File: config.mk
export PLATFORM = sky130hd
export DESIGN_NAME = mcs_mul_unit
export DESIGN_NICKNAME = d
export VERILOG_FILES = /design/src/hdl/mcs_pkg.sv /design/src/hdl/mcs_mul_unit.sv
export SDC_FILE = /design/constraint.sdc
export NUM_CORES = 2
export LEC_CHECK = 0
export ABC_CLOCK_PERIOD_IN_PS = 9100
export BUFFER_PORTS_ARGS = -buffer_cell sky130_fd_sc_hd__buf_2
export CAP_MARGIN = 20
export CORE_UTILIZATION = 50
export CTS_CLUSTER_SIZE = 8
export DETAILED_ROUTE_END_ITERATION = 16
export GPL_TIMING_DRIVEN = 0
export MAX_ROUTING_LAYER = met4
export PLACE_DENSITY = 0.73
export REMOVE_ABC_BUFFERS = 1
export SYNTH_ARGS = -nofsm -noshare
export SYNTH_HDL_FRONTEND = slang
export SYNTH_SLANG_ARGS = --single-unit
File: constraint.sdc
create_clock -name clk_i -period 9.1 [get_ports clk_i]
set_input_delay 0.91 -clock clk_i [delete_from_list [all_inputs] [get_ports clk_i]]
set_output_delay 0.91 -clock clk_i [all_outputs]
set_load 0.01 [all_outputs]
File: src/hdl/mcs_pkg.sv
// Types and constants of the MACD crossover signal unit.
package mcs_pkg;

  localparam int PriceW    = 32;
  localparam int DayW      = 32;
  localparam int MaxPosW   = 10;
  localparam int PosW      = 11;
  localparam int AmountW   = 42;
  localparam int ActionW   = 3;
  localparam int AvgW      = 48;
  localparam int PriceShift = 8;
  localparam int MulW      = 32;
  localparam int ProdW     = 2 * MulW;
  localparam int AccW      = AvgW + MulW;

  // Result action codes
  localparam logic [ActionW-1:0] ACT_HOLD     = 3'd0;
  localparam logic [ActionW-1:0] ACT_BUY      = 3'd1;
  localparam logic [ActionW-1:0] ACT_SELL     = 3'd2;
  localparam logic [ActionW-1:0] ACT_SQ_LONG  = 3'd3;
  localparam logic [ActionW-1:0] ACT_SQ_SHORT = 3'd4;
  localparam logic [ActionW-1:0] ACT_SQ_FLAT  = 3'd5;

  typedef struct packed {
    logic [PriceW-1:0] close_price;
    logic [DayW-1:0]   day_tag;
    logic              first_day;
    logic              last_day;
  } in_item_t;

  typedef struct packed {
    logic [ActionW-1:0] action;
    logic [AmountW-1:0] amount;
    logic [DayW-1:0]    day_out;
    logic               last_result;
  } out_item_t;

  // Commands from the sequencer to the shared multiplier
  typedef struct packed {
    logic mul_en;
    logic acc_load;
    logic acc_add_hi;
    logic rnd_en;
  } mul_cmd_t;

  typedef enum logic [1:0] {
    JOB_FAST = 2'd0,
    JOB_SLOW = 2'd1,
    JOB_SIG  = 2'd2
  } job_e;

  typedef enum logic [11:0] {
    S_IDLE   = 12'b0000_0000_0001,
    S_DIFF   = 12'b0000_0000_0010,
    S_MLO    = 12'b0000_0000_0100,
    S_MHI    = 12'b0000_0000_1000,
    S_ACC    = 12'b0000_0001_0000,
    S_RND    = 12'b0000_0010_0000,
    S_UPD    = 12'b0000_0100_0000,
    S_MACD   = 12'b0000_1000_0000,
    S_DECIDE = 12'b0001_0000_0000,
    S_SQ_MUL = 12'b0010_0000_0000,
    S_SQ_OUT = 12'b0100_0000_0000,
    S_SPARE  = 12'b1000_0000_0000
  } state_e;

endpackage

File: src/hdl/mcs_mul_unit.sv
// Shared 32x32 multiplier with wide accumulator and round-to-nearest scaling.
module mcs_mul_unit #(
  parameter int COEF_FRAC_BITS = 24
) (
  input  logic                    clk_i,
  input  mcs_pkg::mul_cmd_t       cmd_i,
  input  logic [mcs_pkg::MulW-1:0] op_a_i,
  input  logic [mcs_pkg::MulW-1:0] op_b_i,
  output logic [mcs_pkg::ProdW-1:0] prod_o,
  output logic [mcs_pkg::AvgW-1:0]  rnd_o
);
  import mcs_pkg::*;

  localparam logic [AccW-1:0] Half = AccW'(1) << (COEF_FRAC_BITS - 1);

  logic [ProdW-1:0] prod_q;
  logic [AccW-1:0]  acc_q;
  logic [AccW-1:0]  acc_d;
  logic [AccW-1:0]  rnd_sum;
  logic [AvgW-1:0]  rnd_q;

  // Load the low partial product, or add the high one shifted up a word
  always_comb begin
    acc_d = acc_q;
    if (cmd_i.acc_load) begin
      acc_d = {{(AccW - ProdW){1'b0}}, prod_q};
    end else if (cmd_i.acc_add_hi) begin
      acc_d = acc_q + {prod_q[AccW-MulW-1:0], {MulW{1'b0}}};
    end
  end

  assign rnd_sum = acc_q + Half;

  always_ff @(posedge clk_i) begin
    if (cmd_i.mul_en) begin
      prod_q <= op_a_i * op_b_i;
    end
    acc_q <= acc_d;
    if (cmd_i.rnd_en) begin
      rnd_q <= rnd_sum[COEF_FRAC_BITS+AvgW-1:COEF_FRAC_BITS];
    end
  end

  assign prod_o = prod_q;
  assign rnd_o  = rnd_q;

endmodule

Word-level counts from Yosys, hierarchy flattened
Cells that the tools add are included.
- reductions and logical operators: 1
- magnitude comparators: 0
- shift-type cells: 0
- multiplexer cells: 2
- multiply operators: 1
- divide/modulo/power cells: 0
- add/subtract/negate cells: 2
- bitwise operators: 0
- eq/ne operators: 0
- operator list (kind ; number):
    $mux W64 ; 2
    $add A80 B80 Y80 ; 1
    $add A72 B24 Y72 const B ; 1
    $mul A32 B32 Y64 ; 1
    $reduce_bool A2 Y1 ; 1
- bits in latches: 0
- register bits: 192
- logic and storage cells: 10
- memories kept: 0
- output and inout port bits: 112
- bits in writable memories: 0
- bits in read-only memories: 0
- input port bits: 69

Longest topological paths before layout
- depth in word-level cells: 3
- gate-level depth with buffers: 28
- mapped depth without buffers: 27

Worst setup path after synthesis
No wires, ideal clock.
- kind: input to register
- start: input port op_b_i[2] in the netlist's numbering
- end: register prod_q[58] (netlist: prod_o[58]), data pin
- setup time: 265 ps
- required time: 8835 ps
- setup slack: 1276 ps
- stages: 24
- arrival time: 7559 ps
- buffers on the path: 2
- path through: clkbuf_1 -> and2_1 -> fa_1 -> inv_1 -> fa_1 -> fa_1 -> fa_1 -> inv_1 -> fa_1 -> fa_1 -> fa_1 -> fa_1 -> ha_1 -> clkbuf_1 -> a21oi_1 -> o21ai_0 -> a21o_1 -> a21o_1 -> a31o_2 -> a31oi_1 -> o21ai_1 -> o31ai_1 -> o21ai_0 -> xor2_1
- longest elaborated chain between the ends: 1
- RTL lines (element ; RTL line ; text):
    from (decl) ; mcs_mul_unit.sv:8 ; input logic [mcs_pkg::MulW-1:0] op_b_i,
    $mul A32 B32 Y64 ; mcs_mul_unit.sv:36 ; prod_q <= op_a_i * op_b_i;
    to (signal assigned) ; mcs_mul_unit.sv:36 ;
    to (decl) ; mcs_mul_unit.sv:16 ; logic [ProdW-1:0] prod_q;
Every way passes these cells.
A chain may end at the register's enable or synchronous reset.

Worst setup path after layout
- start: input port op_a_i[10] in the netlist's numbering
- end: register prod_q[62] (netlist: prod_o[62]), data pin
- longest elaborated chain between the ends: 1
- RTL lines (element ; RTL line ; text):
    from (decl) ; mcs_mul_unit.sv:7 ; input logic [mcs_pkg::MulW-1:0] op_a_i,
    $mul A32 B32 Y64 ; mcs_mul_unit.sv:36 ;
Every way passes these cells.

==> summary.md <==
| Metric | Value |
|---|---|
| Outcome | complete, no violations |
| Yosys synthesis warning count | 0 |
| DRT iter0 DRCs | about 1900 |
| Count of pins over their slew limit | 0 |
| Number of iterations in the first detailed-routing pass | 5 |
| Global routing met2 resource utilization | 44.7% |
| Register clock-pin slew on the reported worst setup and hold paths | 0.07 ns |
| Vias after detailed routing | 29556 |
| Cell chosen for the clock root | sky130_fd_sc_hd__clkbuf_16 |
| Synth unique cells | 61 |
| Signed area change from the synthesized netlist to the final layout | 5.07% |
| Net count, final | 5581 |
| Post-Synthesis Cell Area | 0.0412 mm² |
| Placed wire-length estimate | about 83 mm |
| I/O pins | 181 |
| Async SR Flop Fraction | 0% |
| Area of the die | 0.0836 mm² |
| Cell type contributing the most total cell area after synthesis | sky130_fd_sc_hd__fa_1 |
| Pin count of the biggest net entering global routing | 65 |
| Total CTS buffers | 17 |
| Highest clock frequency the design can meet | ~110 MHz |
| Number of synthesized register bits | 161 |
| RSZ-0062 raised after global routing | false |
| Final-report hold violation count | 0 |
| Detailed-route wire length | 103 mm |
| Area of the core | 0.0811 mm² |
| Vias per Instance | 5.49 |
| Number of cells in the design after placement | 5352 |
| Max cap viols | 0 |
| GR Layer Usage met1 | 35.3% |
| Busiest metal layer after global routing | met2 |
| Average routed wire per standard cell | 19.2 µm |
| Height of the die | 289 µm |
| Drt drc | 0 |
| Count of flip-flops with a built-in enable after synthesis | 153 |
| Minimum period implied by the final worst setup slack | 8.82 ns |
| Post-synthesis instance total | 4329 |
| Class of the most critical setup path | input port to flop |
| Effective utilization at floorplan | 50.9% |
| Antenna diode instance count | 0 |
| Overflow after GRT | 0 |
| Class of the most critical hold timing path | flop to flop |
| Number of antenna violations at the first check in global routing | 4 |
| Dominant register cell in the synthesized netlist | sky130_fd_sc_hd__edfxtp_1 |
| Skew-Pair Late Insertion Delay | 0.44 ns |
| Top post-synthesis cells by area | sky130_fd_sc_hd__fa_1, sky130_fd_sc_hd__edfxtp_1, sky130_fd_sc_hd__and2_1 |
| Final non-filler cell total | 5385 |
| Post-Route Skew | 0.0115 ns |
| Setup slack at placement | -0.110 ns |
| Hold Buf Count CTS | 0 |
| Global routing usage on met3 | ~2.3% |
| Worst relative slew slack | 40.0% |
| Share of synthesized area occupied by flip-flops and latches | about 12% |
| Port Buf Inserts | 180 |
| Final setup violating endpoints | 0 |
| Mean Syn Cell Area | 9.52 µm² |
| Setup crit end kind | flop |
| RD Place Congestion | around 0.94 |
| Clock Tree Buf Depth | 2 |
| CTS tree | built |
| Die W | roughly 290 µm |
| Area share of the largest cell type after synthesis | 43.6% |
| H-tree levels | 4 |
| Remaining antenna violation count | 0 |
| Fraction of final layout cells sized beyond drive strength 1 | 5.27% |
| Global routing usage summed across all routing layers | 26.7% |
| Largest fanout on the critical path | 32 |
| Final worst-path cycle share | 96.9% |
| Transition at the pin with the smallest max-transition slack | 0.900 ns |
| Setup slack after layout | 0.279 ns |
| Vias in the first global route | about 31000 |
| Total clock sinks | between 150 and 200 |
| Floorplan row count | roughly 100 |
| Startpoint type of the worst setup path | input port |
| Worst Path Arrival | 8.99 ns |
| Endpoint required time on the critical path | just over 9 ns |
| Wire length of the first global-routing pass | roughly 170 mm |
## area by class of cell
class | instances | area, µm²
timing repair buffer | 184 | 1010
inverter | 887 | 3330
multi-input combinational | 3061 | 32300
fill | 7248 | 37700
tap | 1060 | 1330
clock inverter | 15 | 164
clock buffer | 17 | 425
sequential | 161 | 4750
## registers in the layout (all words and copies together) (netlist names)
register / flops
rnd_o: 48
prod_o: 64
acc_q: 49
## cell usage in the layout, fill, tap and decap left out, types with 10 or more instances in the layout
cell                          n
sky130_fd_sc_hd__fa_1       897
sky130_fd_sc_hd__inv_1      887
sky130_fd_sc_hd__and2_1     627
sky130_fd_sc_hd__nand2_1    520
sky130_fd_sc_hd__ha_1       303
sky130_fd_sc_hd__buf_2      166
sky130_fd_sc_hd__edfxtp_1   153
sky130_fd_sc_hd__a21oi_1    103
sky130_fd_sc_hd__xnor2_1    103
sky130_fd_sc_hd__o21ai_0     73
sky130_fd_sc_hd__nor2_1      63
sky130_fd_sc_hd__a21o_1      53
sky130_fd_sc_hd__nand3_1     44
sky130_fd_sc_hd__xor2_1      35
sky130_fd_sc_hd__and3_1      34
sky130_fd_sc_hd__nand4_1     26
sky130_fd_sc_hd__a31oi_1     20
sky130_fd_sc_hd__o21bai_1    17
sky130_fd_sc_hd__clkbuf_16   17
sky130_fd_sc_hd__clkbuf_4    14
sky130_fd_sc_hd__nor2b_1     12
sky130_fd_sc_hd__nand2b_1    12
sky130_fd_sc_hd__o21a_1      11
sky130_fd_sc_hd__nor3_1      10
## stage by stage
| step | setup TNS [ns] | utilization, % | area, µm² | hold WS (ns) |
|---|---|---|---|---|
| after global placement | -0.112 | 52.6 | 42600 | 0.520 |
| after floorplan | 0 | - | 40400 | 0.475 |
| after detailed placement | -0.168 | 52.6 | 42700 | 0.536 |
| after global routing | 0 | 53.4 | 43300 | 0.576 |
| after CTS | 0 | 53.4 | 43300 | 0.546 |
| final | 0 | 53.4 | 43300 | 0.545 |
## final timing paths
path,depth (start not counted),slack [ns],endpoint,startpoint
setup reg to reg,11,5.46,acc_q[71],prod_o[15]
hold / removal,2,0.54,acc_q[70],acc_q[70]
setup / recovery,23,0.28,prod_o[62],op_a_i[10]
hold reg to reg,2,0.54,acc_q[70],acc_q[70]
## critical path, cell delays in order
cell and delay, ns:
sky130_fd_sc_hd__buf_2 0.64, sky130_fd_sc_hd__and2_1 0.26, sky130_fd_sc_hd__fa_1 0.42, sky130_fd_sc_hd__inv_1 0.08, sky130_fd_sc_hd__fa_1 0.42, sky130_fd_sc_hd__fa_1 0.47, sky130_fd_sc_hd__fa_1 0.54, sky130_fd_sc_hd__inv_1 0.04
sky130_fd_sc_hd__ha_1 0.26, sky130_fd_sc_hd__ha_1 0.29, sky130_fd_sc_hd__fa_1 0.51, sky130_fd_sc_hd__fa_1 0.43, sky130_fd_sc_hd__ha_1 0.37, sky130_fd_sc_hd__and4_1 0.27, sky130_fd_sc_hd__and2_1 0.17, sky130_fd_sc_hd__a221o_1 0.33
sky130_fd_sc_hd__o21ai_0 0.39, sky130_fd_sc_hd__o21ai_1 0.28, sky130_fd_sc_hd__a31oi_1 0.54, sky130_fd_sc_hd__o21ai_1 0.35, sky130_fd_sc_hd__o31ai_1 0.55, sky130_fd_sc_hd__o21ai_0 0.23, sky130_fd_sc_hd__xor2_1 0.20
## metal layers
layer  vias up  share of wire [%]
met1     15326                 41
met5         -                  0
li1      13017                  -
met4         0                2.5
met2      1024                 50
met3       189                5.7
## logic make-up (layout without fill, tap and decap cells)
kind of cell | Yosys count | in the layout | synth area share, %
compound gates | 345 | 345 | 5.33
xor+xnor | 138 | 138 | 2.93
fa+ha+maj | 1200 | 1200 | 52.7
buf+inv | 1107 | 1103 | 10.1
flops | 161 | 161 | 11.5
mux | 7 | 7 | 0.182
simple gates | 1371 | 1371 | 17.2
## synth_stat cells (all sizes together) (9+ instances only)
cell,count
a31oi,20
and2,627
nand2,520
nand3,44
o21bai,17
and3,34
nor3,10
inv,887
nand4,26
fa,897
o31ai,9
nand2b,12
a21o,53
xor2,35
a21oi,103
ha,303
o21ai,79
edfxtp,153
o21a,11
nor2,63
xnor2,103
nor2b,12
clkbuf,218
## repair_timing
action	4_1_cts	5_1_grt
hold endpoints to repair	0	0
setup endpoints to repair	0	2
gates resized for setup	0	14
setup buffers	0	0
Power is not shown: default switching activity piles up to over one toggle a cycle in this logic, so the estimate is an artifact.
